**config.mk**
```make
export PLATFORM = sky130hd
export DESIGN_NAME = modular_prime_field_alu
export DESIGN_NICKNAME = d
export VERILOG_FILES = /design/src/design/mpf_pkg.sv /design/src/design/mpf_reduce.sv /design/src/design/mpf_mul.sv /design/src/design/mpf_inv.sv /design/src/design/modular_prime_field_alu.sv
export SDC_FILE = /design/constraint.sdc
export NUM_CORES = 1
export LEC_CHECK = 0
export BUFFER_PORTS_ARGS = -buffer_cell sky130_fd_sc_hd__buf_2
export CORE_ASPECT_RATIO = 0.5
export CORE_MARGIN = 3
export CORE_UTILIZATION = 64
export DETAILED_ROUTE_END_ITERATION = 10
export GPL_TIMING_DRIVEN = 0
export PLACE_DENSITY_LB_ADDON = 0.2
export SKIP_LAST_GASP = 1
export SYNTH_ARGS = -nofsm -noshare
export SYNTH_HDL_FRONTEND = slang
export SYNTH_HIERARCHICAL = 1
export SYNTH_SLANG_ARGS = --single-unit
```
**constraint.sdc**
```tcl
create_clock -name clock -period 6.56 [get_ports clock]
set_clock_uncertainty 0.2 [all_clocks]
set_input_delay 0.656 -clock clock [delete_from_list [all_inputs] [get_ports clock]]
set_output_delay 0.656 -clock clock [all_outputs]
set_load 0.05 [all_outputs]
```
**src/design/mpf_pkg.sv**
```systemverilog
package mpf_pkg;

   // Widest word any instance may use
   localparam int MAX_W = 32;

   // Modulus after reset
   localparam int MOD_RESET = 65521;

   typedef enum logic [2:0] {
      OP_ADD      = 3'd0,
      OP_SUBTRACT = 3'd1,
      OP_MULTIPLY = 3'd2,
      OP_DIVIDE   = 3'd3,
      OP_NEGATE   = 3'd4,
      OP_INVERSE  = 3'd5,
      OP_EQUAL    = 3'd6
   } opcode_type;

   // Fold a value below twice the modulus back below the modulus
   function automatic logic [MAX_W:0] fold(input logic [MAX_W:0] value,
                                           input logic [MAX_W:0] modulus);
      logic [MAX_W:0] folded;
      folded = (value >= modulus) ? value - modulus : value;
      return folded;
   endfunction

endpackage

```
**src/design/mpf_reduce.sv**
```systemverilog
module mpf_reduce import mpf_pkg::*; #(
   parameter int W = 16
) (
   input  logic         clock,
   input  logic         reset,
   input  logic         start,
   input  logic [W-1:0] value,
   input  logic [W-1:0] modulus,
   output logic         done,
   output logic [W-1:0] result
);

   localparam int CW = $clog2(W);

   logic         run_ff, run_in;
   logic         done_ff, done_in;
   logic [CW-1:0] cnt_ff, cnt_in;
   logic [W-1:0] shift_ff, shift_in;
   logic [W-1:0] acc_ff, acc_in;
   logic [W:0]   widened;
   logic [W-1:0] step;

   // Shift in one dividend bit, msb first, and fold below the modulus
   assign widened = {acc_ff, shift_ff[W-1]};
   assign step = W'(fold((MAX_W+1)'(widened), (MAX_W+1)'(modulus)));

   always_comb begin
      run_in   = run_ff;
      cnt_in   = cnt_ff;
      shift_in = shift_ff;
      acc_in   = acc_ff;
      done_in  = 1'b0;
      if (start) begin
         run_in   = 1'b1;
         cnt_in   = CW'(W - 1);
         shift_in = value;
         acc_in   = '0;
      end else if (run_ff) begin
         acc_in   = step;
         shift_in = shift_ff << 1;
         cnt_in   = cnt_ff - 1'b1;
         if (cnt_ff == '0) begin
            run_in  = 1'b0;
            done_in = 1'b1;
         end
      end
   end

   always_ff @(posedge clock) begin
      if (reset) begin
         run_ff  <= 1'b0;
         done_ff <= 1'b0;
      end else begin
         run_ff  <= run_in;
         done_ff <= done_in;
      end
      cnt_ff   <= cnt_in;
      shift_ff <= shift_in;
      acc_ff   <= acc_in;
   end

   assign done   = done_ff;
   assign result = acc_ff;

endmodule

```
**src/design/mpf_mul.sv**
```systemverilog
module mpf_mul import mpf_pkg::*; #(
   parameter int W = 16
) (
   input  logic         clock,
   input  logic         reset,
   input  logic         start,
   input  logic [W-1:0] multiplier,
   input  logic [W-1:0] multiplicand,
   input  logic [W-1:0] modulus,
   output logic         done,
   output logic [W-1:0] result
);

   localparam int CW = $clog2(W);

   logic          run_ff, run_in;
   logic          done_ff, done_in;
   logic          phase_ff, phase_in;
   logic [CW-1:0] cnt_ff, cnt_in;
   logic [W-1:0]  x_ff, x_in;
   logic [W-1:0]  m_ff, m_in;
   logic [W-1:0]  acc_ff, acc_in;
   logic [W-1:0]  addend;
   logic [W-1:0]  step;

   // Phase zero doubles the accumulator, phase one adds the multiplicand
   // when the current multiplier bit is set; one shared adder and fold
   assign addend = phase_ff ? (x_ff[W-1] ? m_ff : '0) : acc_ff;
   assign step = W'(fold((MAX_W+1)'(acc_ff) + (MAX_W+1)'(addend),
                         (MAX_W+1)'(modulus)));

   always_comb begin
      run_in   = run_ff;
      phase_in = phase_ff;
      cnt_in   = cnt_ff;
      x_in     = x_ff;
      m_in     = m_ff;
      acc_in   = acc_ff;
      done_in  = 1'b0;
      if (start) begin
         run_in   = 1'b1;
         phase_in = 1'b0;
         cnt_in   = CW'(W - 1);
         x_in     = multiplier;
         m_in     = multiplicand;
         acc_in   = '0;
      end else if (run_ff) begin
         acc_in   = step;
         phase_in = ~phase_ff;
         if (phase_ff) begin
            x_in   = x_ff << 1;
            cnt_in = cnt_ff - 1'b1;
            if (cnt_ff == '0) begin
               run_in  = 1'b0;
               done_in = 1'b1;
            end
         end
      end
   end

   always_ff @(posedge clock) begin
      if (reset) begin
         run_ff  <= 1'b0;
         done_ff <= 1'b0;
      end else begin
         run_ff  <= run_in;
         done_ff <= done_in;
      end
      phase_ff <= phase_in;
      cnt_ff   <= cnt_in;
      x_ff     <= x_in;
      m_ff     <= m_in;
      acc_ff   <= acc_in;
   end

   assign done   = done_ff;
   assign result = acc_ff;

endmodule

```
**src/design/mpf_inv.sv**
```systemverilog
module mpf_inv #(
   parameter int W = 16
) (
   input  logic         clock,
   input  logic         reset,
   input  logic         start,
   input  logic [W-1:0] operand,
   input  logic [W-1:0] modulus,
   output logic         done,
   output logic [W-1:0] result
);

   logic         run_ff, run_in;
   logic         done_ff, done_in;
   logic [W-1:0] r0_ff, r0_in;
   logic [W-1:0] r1_ff, r1_in;
   logic [W-1:0] t0_ff, t0_in;
   logic [W-1:0] t1_ff, t1_in;
   logic [W-1:0] res_ff, res_in;
   logic [W-1:0] t_diff;

   // Coefficient difference kept below the modulus
   assign t_diff = (t0_ff >= t1_ff) ? t0_ff - t1_ff :
                   W'((W+1)'(t0_ff) + (W+1)'(modulus) - (W+1)'(t1_ff));

   // Subtractive Euclid: each cycle subtract or swap, keeping r = t * a mod p
   always_comb begin
      run_in  = run_ff;
      r0_in   = r0_ff;
      r1_in   = r1_ff;
      t0_in   = t0_ff;
      t1_in   = t1_ff;
      res_in  = res_ff;
      done_in = 1'b0;
      if (start) begin
         run_in = 1'b1;
         r0_in  = modulus;
         t0_in  = '0;
         r1_in  = operand;
         t1_in  = W'(1);
      end else if (run_ff) begin
         if (r1_ff == '0) begin
            run_in  = 1'b0;
            done_in = 1'b1;
            res_in  = (r0_ff == W'(1)) ? t0_ff : '0;
         end else if (r0_ff >= r1_ff) begin
            r0_in = r0_ff - r1_ff;
            t0_in = t_diff;
         end else begin
            r0_in = r1_ff;
            r1_in = r0_ff;
            t0_in = t1_ff;
            t1_in = t0_ff;
         end
      end
   end

   always_ff @(posedge clock) begin
      if (reset) begin
         run_ff  <= 1'b0;
         done_ff <= 1'b0;
      end else begin
         run_ff  <= run_in;
         done_ff <= done_in;
      end
      r0_ff  <= r0_in;
      r1_ff  <= r1_in;
      t0_ff  <= t0_in;
      t1_ff  <= t1_in;
      res_ff <= res_in;
   end

   assign done   = done_ff;
   assign result = res_ff;

endmodule

```
**src/design/modular_prime_field_alu.sv**
```systemverilog
// Channel   Ports                                            Direction
// request   start, busy, req_opcode, req_operand_a/_b        in (busy out)
// response  rsp_valid, rsp_result                            out
// csr       csr_we, csr_wdata (modulus)                      in
//
// One item at a time; the receiver cannot stall. Both operands reduce bit-serially,
// then add, subtract, negate and equal strobe their result from S_EXEC. Multiply
// adds a shift-add pass in mpf_mul. Inverse adds its Euclid loop, one subtract or
// swap a cycle; divide runs inverse then multiply. Reset sets the modulus to 65521
// and idles the unit; busy is high from the accepted beat until the result beat.
module modular_prime_field_alu import mpf_pkg::*; #(
   parameter int WORD_WIDTH = 16
) (
   input  logic                  clock,
   input  logic                  reset,
   input  logic                  start,
   output logic                  busy,
   input  logic [2:0]            req_opcode,
   input  logic [WORD_WIDTH-1:0] req_operand_a,
   input  logic [WORD_WIDTH-1:0] req_operand_b,
   output logic                  rsp_valid,
   output logic [WORD_WIDTH-1:0] rsp_result,
   input  logic                  csr_we,
   input  logic [WORD_WIDTH-1:0] csr_wdata
);

   localparam int W = WORD_WIDTH;
   localparam logic [W-1:0] MOD_INIT = W'(MOD_RESET);
   localparam logic [W-1:0] EFF_INIT = (MOD_INIT < W'(2)) ? W'(1) : MOD_INIT;

   typedef enum logic [2:0] {
      S_IDLE,
      S_REDUCE,
      S_EXEC,
      S_MUL,
      S_INV
   } state_type;

   state_type    state_ff;
   logic [W-1:0] eff_mod_ff;
   opcode_type   opcode_ff;
   logic [W-1:0] a_ff;
   logic [W-1:0] b_ff;
   logic         valid_ff;
   logic [W-1:0] result_ff;
   logic         mul_start_ff;
   logic [W-1:0] mul_x_ff;
   logic [W-1:0] mul_m_ff;
   logic         inv_start_ff;
   logic [W-1:0] inv_a_ff;

   logic         accept;
   logic         red_a_done, red_b_done;
   logic [W-1:0] red_a_result, red_b_result;
   logic         mul_done, inv_done;
   logic [W-1:0] mul_result, inv_result;
   logic [W-1:0] add_value, sub_value, neg_value;

   assign accept = start && (state_ff == S_IDLE);
   assign busy   = (state_ff != S_IDLE);

   // Hold the effective modulus; anything below two acts as one
   always_ff @(posedge clock) begin
      if (reset) begin
         eff_mod_ff <= EFF_INIT;
      end else if (csr_we) begin
         eff_mod_ff <= (csr_wdata < W'(2)) ? W'(1) : csr_wdata;
      end
   end

   mpf_reduce #(.W(W)) u_reduce_a (
      .clock   (clock),
      .reset   (reset),
      .start   (accept),
      .value   (req_operand_a),
      .modulus (eff_mod_ff),
      .done    (red_a_done),
      .result  (red_a_result)
   );

   mpf_reduce #(.W(W)) u_reduce_b (
      .clock   (clock),
      .reset   (reset),
      .start   (accept),
      .value   (req_operand_b),
      .modulus (eff_mod_ff),
      .done    (red_b_done),
      .result  (red_b_result)
   );

   mpf_mul #(.W(W)) u_mul (
      .clock        (clock),
      .reset        (reset),
      .start        (mul_start_ff),
      .multiplier   (mul_x_ff),
      .multiplicand (mul_m_ff),
      .modulus      (eff_mod_ff),
      .done         (mul_done),
      .result       (mul_result)
   );

   mpf_inv #(.W(W)) u_inv (
      .clock   (clock),
      .reset   (reset),
      .start   (inv_start_ff),
      .operand (inv_a_ff),
      .modulus (eff_mod_ff),
      .done    (inv_done),
      .result  (inv_result)
   );

   // Combinational operations on the reduced operands
   assign add_value = W'(fold((MAX_W+1)'(a_ff) + (MAX_W+1)'(b_ff),
                              (MAX_W+1)'(eff_mod_ff)));
   assign sub_value = (a_ff >= b_ff) ? a_ff - b_ff :
                      W'((W+1)'(a_ff) + (W+1)'(eff_mod_ff) - (W+1)'(b_ff));
   assign neg_value = (a_ff == '0) ? '0 : eff_mod_ff - a_ff;

   // Sequence one item: reduce, execute, then optional multiply, inverse, or inverse then multiply
   always_ff @(posedge clock) begin
      if (reset) begin
         state_ff     <= S_IDLE;
         valid_ff     <= 1'b0;
         mul_start_ff <= 1'b0;
         inv_start_ff <= 1'b0;
      end else begin
         valid_ff     <= 1'b0;
         mul_start_ff <= 1'b0;
         inv_start_ff <= 1'b0;
         case (state_ff)
            S_IDLE: begin
               if (accept) begin
                  opcode_ff <= opcode_type'(req_opcode);
                  state_ff  <= S_REDUCE;
               end
            end
            S_REDUCE: begin
               if (red_a_done && red_b_done) begin
                  a_ff     <= red_a_result;
                  b_ff     <= red_b_result;
                  state_ff <= S_EXEC;
               end
            end
            S_EXEC: begin
               case (opcode_ff)
                  OP_MULTIPLY: begin
                     mul_x_ff     <= b_ff;
                     mul_m_ff     <= a_ff;
                     mul_start_ff <= 1'b1;
                     state_ff     <= S_MUL;
                  end
                  OP_DIVIDE: begin
                     inv_a_ff     <= b_ff;
                     inv_start_ff <= 1'b1;
                     state_ff     <= S_INV;
                  end
                  OP_INVERSE: begin
                     inv_a_ff     <= a_ff;
                     inv_start_ff <= 1'b1;
                     state_ff     <= S_INV;
                  end
                  OP_ADD: begin
                     result_ff <= add_value;
                     valid_ff  <= 1'b1;
                     state_ff  <= S_IDLE;
                  end
                  OP_SUBTRACT: begin
                     result_ff <= sub_value;
                     valid_ff  <= 1'b1;
                     state_ff  <= S_IDLE;
                  end
                  OP_NEGATE: begin
                     result_ff <= neg_value;
                     valid_ff  <= 1'b1;
                     state_ff  <= S_IDLE;
                  end
                  OP_EQUAL: begin
                     result_ff <= (a_ff == b_ff) ? W'(1) : '0;
                     valid_ff  <= 1'b1;
                     state_ff  <= S_IDLE;
                  end
                  default: begin
                     result_ff <= '0;
                     valid_ff  <= 1'b1;
                     state_ff  <= S_IDLE;
                  end
               endcase
            end
            S_INV: begin
               if (inv_done) begin
                  if (opcode_ff == OP_DIVIDE) begin
                     mul_x_ff     <= inv_result;
                     mul_m_ff     <= a_ff;
                     mul_start_ff <= 1'b1;
                     state_ff     <= S_MUL;
                  end else begin
                     result_ff <= inv_result;
                     valid_ff  <= 1'b1;
                     state_ff  <= S_IDLE;
                  end
               end
            end
            S_MUL: begin
               if (mul_done) begin
                  result_ff <= mul_result;
                  valid_ff  <= 1'b1;
                  state_ff  <= S_IDLE;
               end
            end
            default: begin
               state_ff <= S_IDLE;
            end
         endcase
      end
   end

   assign rsp_valid  = valid_ff;
   assign rsp_result = result_ff;

endmodule
```
; ---- Word level (Yosys, flattened, before mapping)
; Index checks and enable logic that the tools add are counted.
[word_totals]
register_bits = 334
in_bits = 55
output_inout_bits = 18
[op_classes]
n_addsub = 17
magnitude_cmp = 8
eq_ne = 22
mux = 75
bitwise_logic = 10
reduce_logical = 38
[ops]
columns = op, n
row1 = 2-to-1 mux 16 bit, 35
row2 = subtractor 16 bit, 10
row3 = one-hot mux 16 bit (2 select lines), 3
row4 = one-hot mux 16 bit (5 select lines), 1
row5 = >= comparator 17 x 16 -> 1 bit, 4
row6 = >= comparator 16 bit, 3
row7 = one-hot mux 16 bit (3 select lines), 1
row8 = adder 16 x 16 -> 17 bit, 2
row9 = adder 16 bit, 2
row10 = zero test 16 bit, 2
row11 = 2-to-1 mux 1 bit, 26
row12 = AND reduction 3 bit, 6
row13 = equality test 16 x 1 -> 1 bit (second input constant), 1
row14 = equality test 16 bit, 1
row15 = < comparator 16 x 2 -> 1 bit (second input constant), 1
row16 = != test 2 bit (second input constant), 8
row17 = one-hot mux 3 bit (5 select lines), 1
row18 = nonzero test 2 bit, 7
row19 = equality test 3 x 2 -> 1 bit (second input constant), 4
row20 = equality test 3 bit (second input constant), 4
row21 = zero test 4 bit, 3
row22 = 2-to-1 mux 3 bit, 4
row23 = OR reduction 3 bit, 4
row24 = subtractor 4 x 1 -> 4 bit (second input constant), 3
row25 = other kinds (16), 34

; ---- Longest topological paths before layout
; Gate-level depths: netlist of run 1.
[logic_depth]
depth_word = 5
mapped_depth = 24

; ---- Hierarchy
; Netlist of run 1, hierarchy kept.
[modules_own_cells]
columns = mod, instances, cells_per_inst, area_each_um2, seq_area_each_um2
row1 = modular_prime_field_alu, 1, 977, 9267.6, 3413.3
row2 = mpf_inv, 1, 745, 6447.4, 2122.0
row3 = mpf_mul, 1, 421, 3888.7, 1421.4
row4 = mpf_reduce at u_reduce_a, 1, 270, 2524.9, 920.9
row5 = mpf_reduce at u_reduce_b, 1, 266, 2517.4, 920.9

; ---- Worst setup path after synthesis of run 1
; OpenSTA, ideal clock, no wires.
[synth_path]
path_kind = input port to flip-flop
startpoint = in reset
endpoint = reg a_ff[0], enable pin
setup_time_ns = 0.513
arrival_time_ns = 4.198
required_time_ns = 5.847
setup_slack_ns = 1.649
path_stages = 2
cell_sequence = clkbuf_1 nor4b_1
[synth_via]
elab_chain_len = 2
[synth_rtl]
columns = item, line
row1 = from (decl), modular_prime_field_alu.sv:15  ; input logic reset,
row2 = inverter 1 bit (no source line), -
row3 = AND reduction 3 bit (no source line), -
row4 = to (signal assigned), modular_prime_field_alu.sv:139  ; a_ff <= red_a_result;
row5 = to (decl), modular_prime_field_alu.sv:42  ; logic [W-1:0] a_ff;
; Every way passes these cells.
; A chain may end at the register's enable or synchronous reset.

; ---- Worst setup path after layout of run 1
[layout_path]
startpoint = reg b_ff[1]
endpoint = reg result_ff[6] (netlist: rsp_result[6]) (data pin)
[layout_via]
elab_chain_len = 5
word_cells_on_any_way = 10
classes_between = add/sub (4) / order compare (2) / mux (4)
[layout_rtl]
columns = item, line
row1 = from (decl), modular_prime_field_alu.sv:43  ; logic [W-1:0] b_ff;
row2 = from (signal assigned), modular_prime_field_alu.sv:140  ; b_ff <= red_b_result;
row3 = adder 16 x 16 -> 17 bit, modular_prime_field_alu.sv:113  ; assign add_value = W'(fold((MAX_W+1)'(a_ff) + (MAX_W+1)'(b_ff),
row4 = subtractor 16 bit / >= comparator 17 x 16 -> 1 bit (equally long branches), mpf_pkg.sv:23  ; folded = (value >= modulus) ? value - modulus : value;
row5 = 2-to-1 mux 16 bit, mpf_pkg.sv:23
row6 = one-hot mux 16 bit (5 select lines) (*), modular_prime_field_alu.sv:145  ; case (opcode_ff)
row7 = one-hot mux 16 bit (3 select lines) (*), modular_prime_field_alu.sv:130  ; case (state_ff)
row8 = to (signal assigned), modular_prime_field_alu.sv:163  ; result_ff <= add_value;
row9 = to (signal assigned), modular_prime_field_alu.sv:168  ; result_ff <= sub_value;
row10 = to (signal assigned), modular_prime_field_alu.sv:173  ; result_ff <= neg_value;
row11 = to (decl), modular_prime_field_alu.sv:45  ; logic [W-1:0] result_ff;
; Mark *: on every way between the ends. The rest lies on a longest branch, timed or not.

==> impl_metrics.py, run 1 <==
metrics = {
    "finish": {
        "drive_above_1_share_pct": 9.46,
        "multi_input_area_sq_mm": 0.0143,
        "seqCellArea_sq_mm": 0.00880,
        "fin_util_pct": 71.0,
        "fin_nets": 3078,
        "syn_to_final_growth_pct": 8.42,
        "num_antenna_cells": 0,
        "n_fill_cell": 2979,
        "fin_cells": 3333,
    },
    "grt": {
        "grt_pass1_wl_mm": 112,
        "grt_antenna_before_repair": 2,
        "grt_usage_pct": 35.5,
        "grt-ovfl-total": 0,
        "grt_max_degree": 24,
        "grt_pass1_vias": 19600,
    },
    "timing": {
        "layout_min_cycle_time_ns": 5.89,
        "relSlewSlack_pct": 12.0,
        "rsz0062_at_grt": "no",
        "final.setup.worst_slack_ns": 0.674,
        "hold_violations": 0,
        "fin_crit_sh_pct": 89.7,
        "worst_pin_slew_ns": 1.32,
        "fmax_mhz": 170,
        "finalSetupViolCount": 0,
        "maxSlewViolCount": 0,
        "finalSetupTns_ns": 0,
    },
    "drt": {
        "routed_via_density": 6.45,
        "drc": 0,
        "postRouteAntennaNets": 0,
        "wire_per_inst_um": 22.4,
        "drt_iter0_drc": 2621,
        "vias": 21500,
        "drt_wl_total_mm": 74.8,
        "drt_first_pass_iters": 7,
    },
    "synth": {
        "netlist_instances": 2679,
        "netlist_top_cells_area": "edfxtp_1, dfxtp_1, ha_1",
        "yosysUniqueCellTypes": 105,
        "synth_top_cell_by_area": "edfxtp_1",
        "synthMostInstantiatedCell": "inv_1",
        "yosys.area.top_type_share_pct": 25.7,
        "yosysWarnings": 6,
        "synth-edff-count": 211,
        "async_flop_share_pct": 0,
        "ys_seq_elements": 334,
        "syn-cell-area_sq_mm": 0.0246,
        "syn_area_per_cell_sq_um": 9.20,
        "synthTopCellsByCount": "inv_1, edfxtp_1, nand2_1",
        "synth_fp_nets": 2968,
        "seq_area_frac_synth_pct": 35.7,
        "synth_flop_cell": "edfxtp_1",
    },
    "clocking": {
        "cts_resized": 0,
        "ctsHoldBuffers": 0,
        "postCtsSetupBuffers": 0,
        "clock-sinks": 334,
        "clock-root-buffer": "clkbuf_16",
        "path_clk_slew_ns": 0.07,
        "cts_buffers": 30,
        "cts-htree-levels": 1,
        "worstSkewPairLatency_ns": 0.60,
        "cts_tree": "built",
        "clockBufferDepth": 3,
    },
    "critical_path": {
        "cp_data_arrival_time_ns": 5.96,
        "crit_type": "reg2reg",
        "cpMaxStageDelayCell": "a2111oi_0",
        "cp-end-kind": "flop",
        "cp_num_buf_inv": 3,
        "cp_top_family": "compound AO/OA/AOI/OAI gates",
        "cp_slowest_stage_delay_ns": 0.72,
        "critPathMaxFanout": 10,
        "cp_cell_sequence": "inv_1, ha_1, nand2b_1, a221oi_1, o211ai_1, a311oi_1, nor2_1, a211o_1, ha_1, nand2_1, nor4_1, a2111oi_0, and3_1, buf_6, buf_12, mux2i_1, o2111ai_1",
        "cp.required_ns": 6.64,
        "start_kind": "flop",
        "critPathMostFrequentCell": "ha_1",
    },
    "pwr": {
        "internal-power_mw": 5.19,
        "leakage_nw": 11.4,
        "seqPwrFrac_pct": 30.6,
        "switching_share_pct": 40.7,
        "powerDensity_mw_per_mm2": 328,
        "total_power_mw": 8.75,
        "pwr-share-comb_pct": 49.5,
        "clkPwrFrac_pct": 20.0,
        "power_switching_mw": 3.56,
        "vdd.ir_drop.worst_uv": 281,
    },
    "floorplanning": {
        "ios": 73,
        "core_area_sq_mm": 0.0377,
        "initial_core_util_pct": 65.4,
        "die_w_um": 284,
        "num_rows": 50,
        "die-height_um": 145,
        "design.die.area_sq_mm": 0.0410,
    },
    "place": {
        "place_ws_ns": 0.858,
        "dp_cells": 3277,
        "io_buffers": 71,
        "gp_congestion": 1.03,
        "dp.final_hpwl_mm": 58.1,
    },
    "run_status": {
        "outcome": "completed",
    },
    "min_path": {
        "min_path_type": "in2reg",
    },
    "job": {
        "cap_violations": 0,
    },
}
layer usage:
layer	part of all wire, %	global-route usage (%)	routed length (um)	up-vias
li1	-	-	-	9904
met1	42	48.5	31100	10100
met2	43	55.8	31900	1252
met3	11	7.86	8500	234
met4	4.4	13.8	3300	2
met5	0.017	0	13	-
power groups by stage:
stage          sequential (mW)  clock, mW  combinational, mW
2_1_floorplan             2.59          0               3.38
3_3_place_gp              2.70          0               4.13
3_5_place_dp              2.71          0               4.21
4_1_cts                   2.66       1.77               4.25
5_1_grt                   2.69       1.86               4.79
6_report                  2.68       1.75               4.33
state kept, by name, summed over array words and instances, names as in the netlist, 4 cells and up:
signal               flops
u_reduce_b/cnt_ff        4
rsp_result              16
u_reduce_b/shift_ff     16
b_ff                    16
u_reduce_a/cnt_ff        4
u_reduce_b/result       16
u_inv/r0_ff             16
u_mul/result            16
u_inv/t1_ff             16
mul_m_ff                16
u_reduce_a/shift_ff     16
u_inv/t0_ff             16
a_ff                    16
mul_x_ff                16
u_inv/r1_ff             16
u_mul/cnt_ff             4
u_reduce_a/result       16
u_mul/x_ff              16
u_inv/result            16
inv_a_ff                16
eff_mod_ff              16
u_mul/m_ff              16
worst paths after layout:
check	cells past startpoint	slack (ns)	end	from
setup / recovery	17	0.67	rsp_result[6]	b_ff[1]
hold / removal	1	0.03	opcode_ff[0]	req_opcode[0]
setup reg to reg	17	0.67	rsp_result[6]	b_ff[1]
hold reg to reg	0	0.22	u_mul/m_ff[3]	mul_m_ff[3]
layout make-up:
class	count	area share (%)
Buffer	103	1.94
Clock buffer	43	3.26
Clock inverter	13	0.361
Inverter	295	4.14
Multi-Input combinational cell	1947	53.3
Sequential cell	334	32.9
Tap cell	520	2.43
Timing Repair Buffer	78	1.60
cells by family after synthesis:
group,synth area share (%)
multiplexers,5.51
adder cells (fa/ha/maj),13.1
flip-flops,35.7
XOR/XNOR,5.15
AND/OR/NAND/NOR,14.5
buffers and inverters,6.59
AO/OA/AOI/OAI,19.4
stage by stage:
step           area [sq um]  hold WS (ns)
6_report              26700        0.0324
5_1_grt               26700        0.0215
4_1_cts               26700        0.0128
3_5_place_dp          25700         0.205
3_3_place_gp          25700         0.201
2_1_floorplan         24600         0.200
cell usage in the layout, fill, tap and decap left out, types with 33 or more instances in the layout:
cell type / netlist / layout
inv_1: 294 / 294
edfxtp_1: 211 / 211
nand2_1: 206 / 206
nor2_1: 201 / 201
ha_1: 194 / 194
a21oi_1: 169 / 169
o21ai_0: 137 / 137
dfxtp_1: 123 / 123
xnor2_1: 98 / 98
buf_2: 11 / 82
clkbuf_1: 73 / 80
a211oi_1: 71 / 71
mux2_2: 64 / 64
mux2i_1: 60 / 60
xor2_1: 47 / 47
a21o_1: 47 / 47
fa_1: 40 / 40
nand2b_1: 38 / 38
nand3_1: 38 / 38
nor3_1: 39 / 36
nor4_1: 33 / 33
Note: power is estimated with default switching activity, not from simulation.
==> inputs of run 2 (changes only) <==
Settings changed: CORE_MARGIN 3 to 1.5.
==> run 2 against run 1 <==
Hold slack better by 0.010 ns. Final area increased by 0.59%. Cell count hardly changed. Non-clock buffer count increased by 3. Largest power group unchanged.
==> impl_metrics.py, run 2 (synthesis results as in run 1) <==
metrics = {
    "pwr": {
        "leakage_nw": 11.4,
        "pwr-share-comb_pct": 48.2,
        "switching_share_pct": 40.1,
        "vdd.ir_drop.worst_uv": 320,
        "internal-power_mw": 5.40,
        "clkPwrFrac_pct": 22.0,
        "power_switching_mw": 3.62,
        "seqPwrFrac_pct": 29.8,
        "powerDensity_mw_per_mm2": 336,
    },
    "drt": {
        "vias": 21200,
        "wire_per_inst_um": 22.4,
        "drt_first_pass_iters": 7,
        "routed_via_density": 6.35,
        "drt_iter0_drc": 2265,
        "drc": 0,
        "postRouteAntennaNets": 0,
        "drt_wl_total_mm": 74.6,
    },
    "min_path": {
        "min-delay-start": "req_opcode[0]",
        "min_path_type": "in2reg",
    },
    "critical_path": {
        "cpMaxStageDelayCell": "a2111oi_0",
        "r2r_cells": 17,
        "reg2reg_slack_ns": 0.61,
        "r2r_end": "rsp_result[9]",
        "cp_top_family": "compound AO/OA/AOI/OAI gates",
        "cp_slowest_stage_delay_ns": 0.69,
        "rr_startpoint": "b_ff[1]",
        "crit_type": "reg2reg",
        "cp-end-kind": "flop",
        "crit_start": "b_ff[1]",
        "cp_num_buf_inv": 3,
        "cp_data_arrival_time_ns": 6.08,
        "worstSetupPathDepth": 17,
        "cp_cell_sequence": "inv_1, ha_1, nand2b_1, a221oi_1, o211ai_1, a311oi_1, nor2_1, xnor2_1, ha_1, nand3_1, nor4_1, a2111oi_0, and3_1, buf_6, buf_12, mux2i_1, o211ai_1",
        "cp.required_ns": 6.69,
        "start_kind": "flop",
        "crit_end": "rsp_result[9]",
        "critPathMaxFanout": 10,
    },
    "floorplanning": {
        "die_w_um": 281,
        "die-height_um": 142,
        "initial_core_util_pct": 65.4,
        "design.die.area_sq_mm": 0.0398,
        "num_rows": 50,
        "core_area_sq_mm": 0.0377,
        "ios": 73,
    },
    "place": {
        "dp.final_hpwl_mm": 57.8,
        "gp_congestion": 1.04,
        "dp_cells": 3278,
        "place_ws_ns": 0.754,
        "io_buffers": 71,
    },
    "timing": {
        "fmax_mhz": 168,
        "finalSetupTns_ns": 0,
        "fin_hold_ws_ns": 0.0425,
        "worst_pin_slew_ns": 1.42,
        "relSlewSlack_pct": 4.94,
        "finalSetupViolCount": 0,
        "layout_min_cycle_time_ns": 5.95,
        "final.setup.worst_slack_ns": 0.611,
        "hold_violations": 0,
        "maxSlewViolCount": 0,
        "fin_crit_sh_pct": 90.7,
        "rsz0062_at_grt": "no",
    },
    "clocking": {
        "cts_tree": "built",
        "worstSkewPairLatency_ns": 0.62,
        "postCtsSetupBuffers": 0,
        "clockBufferDepth": 3,
        "cts-htree-levels": 1,
        "path_clk_slew_ns": 0.08,
        "clock-sinks": 334,
        "cts_buffers": 30,
        "clock-root-buffer": "clkbuf_16",
    },
    "finish": {
        "num_antenna_cells": 0,
        "final_cell_mix": "inv_1, edfxtp_1, nand2_1",
        "final_common_cell": "inv_1",
        "fin_nets": 3081,
        "fin_cells": 3336,
        "drive_above_1_share_pct": 9.52,
        "fin_util_pct": 71.4,
        "syn_to_final_growth_pct": 9.07,
    },
    "grt": {
        "grt_pass1_wl_mm": 113,
        "grt-ovfl-total": 0,
        "grt_usage_pct": 37.1,
        "grt_antenna_before_repair": 5,
        "grt_max_degree": 24,
        "grt_pass1_vias": 19800,
    },
    "job": {
        "cap_violations": 0,
    },
    "run_status": {
        "outcome": "completed",
    },
}
[run 2: metrics by stage]
| step | total power, mW | instance area, sq um |
|---|---|---|
| 3_5_place_dp | 6.94 | 25800 |
| 2_1_floorplan | 5.97 | 24600 |
| 4_1_cts | 8.94 | 26900 |
| 5_1_grt | 9.56 | 26900 |
| 6_report | 9.02 | 26900 |
| 3_3_place_gp | 6.84 | 25700 |
[run 2: final cells by class]
cell class                      instances  area, sq um
Buffer                                103          518
Clock buffer                           34          786
Clock inverter                         22          314
Fill cell                            2936        10800
Inverter                              295         1110
Multi-Input combinational cell       1947        14200
Sequential cell                       334         8800
Tap cell                              520          651
Timing Repair Buffer                   81          458
[run 2: routing by layer]
layer  part of all wire, %  wire (um)  GRT usage (%)  up-vias
met5                 0.055         41              0        -
met2                    44      32500           58.4     1086
met4                   3.2       2400           11.5        6
li1                      -          -              -     9891
met3                    11       8280           8.51      185
met1                    42      31400           51.1     9999
[run 2: worst min path at each step]
stage                      to  slack [ns]  depth (start not counted)
2_1_floorplan   u_mul/m_ff[0]        0.20                          0
3_3_place_gp   u_mul/m_ff[13]        0.20                          0
3_5_place_dp   u_mul/m_ff[13]        0.20                          0
4_1_cts          opcode_ff[0]        0.03                          1
5_1_grt          opcode_ff[0]        0.04                          1
6_report         opcode_ff[0]        0.04                          1
[run 2: power by group through the flow]
stage	clock network [mW]	registers [mW]	logic [mW]
2_1_floorplan	0	2.59	3.38
3_5_place_dp	0	2.71	4.22
6_report	1.98	2.69	4.35
4_1_cts	2.00	2.67	4.27
3_3_place_gp	0	2.71	4.13
5_1_grt	2.08	2.70	4.78
[run 2: what timing repair did]
item                      in CTS  in global routing
gates resized for setup        0                  0
hold buffers                   2                  0
hold endpoints to repair       2                  0
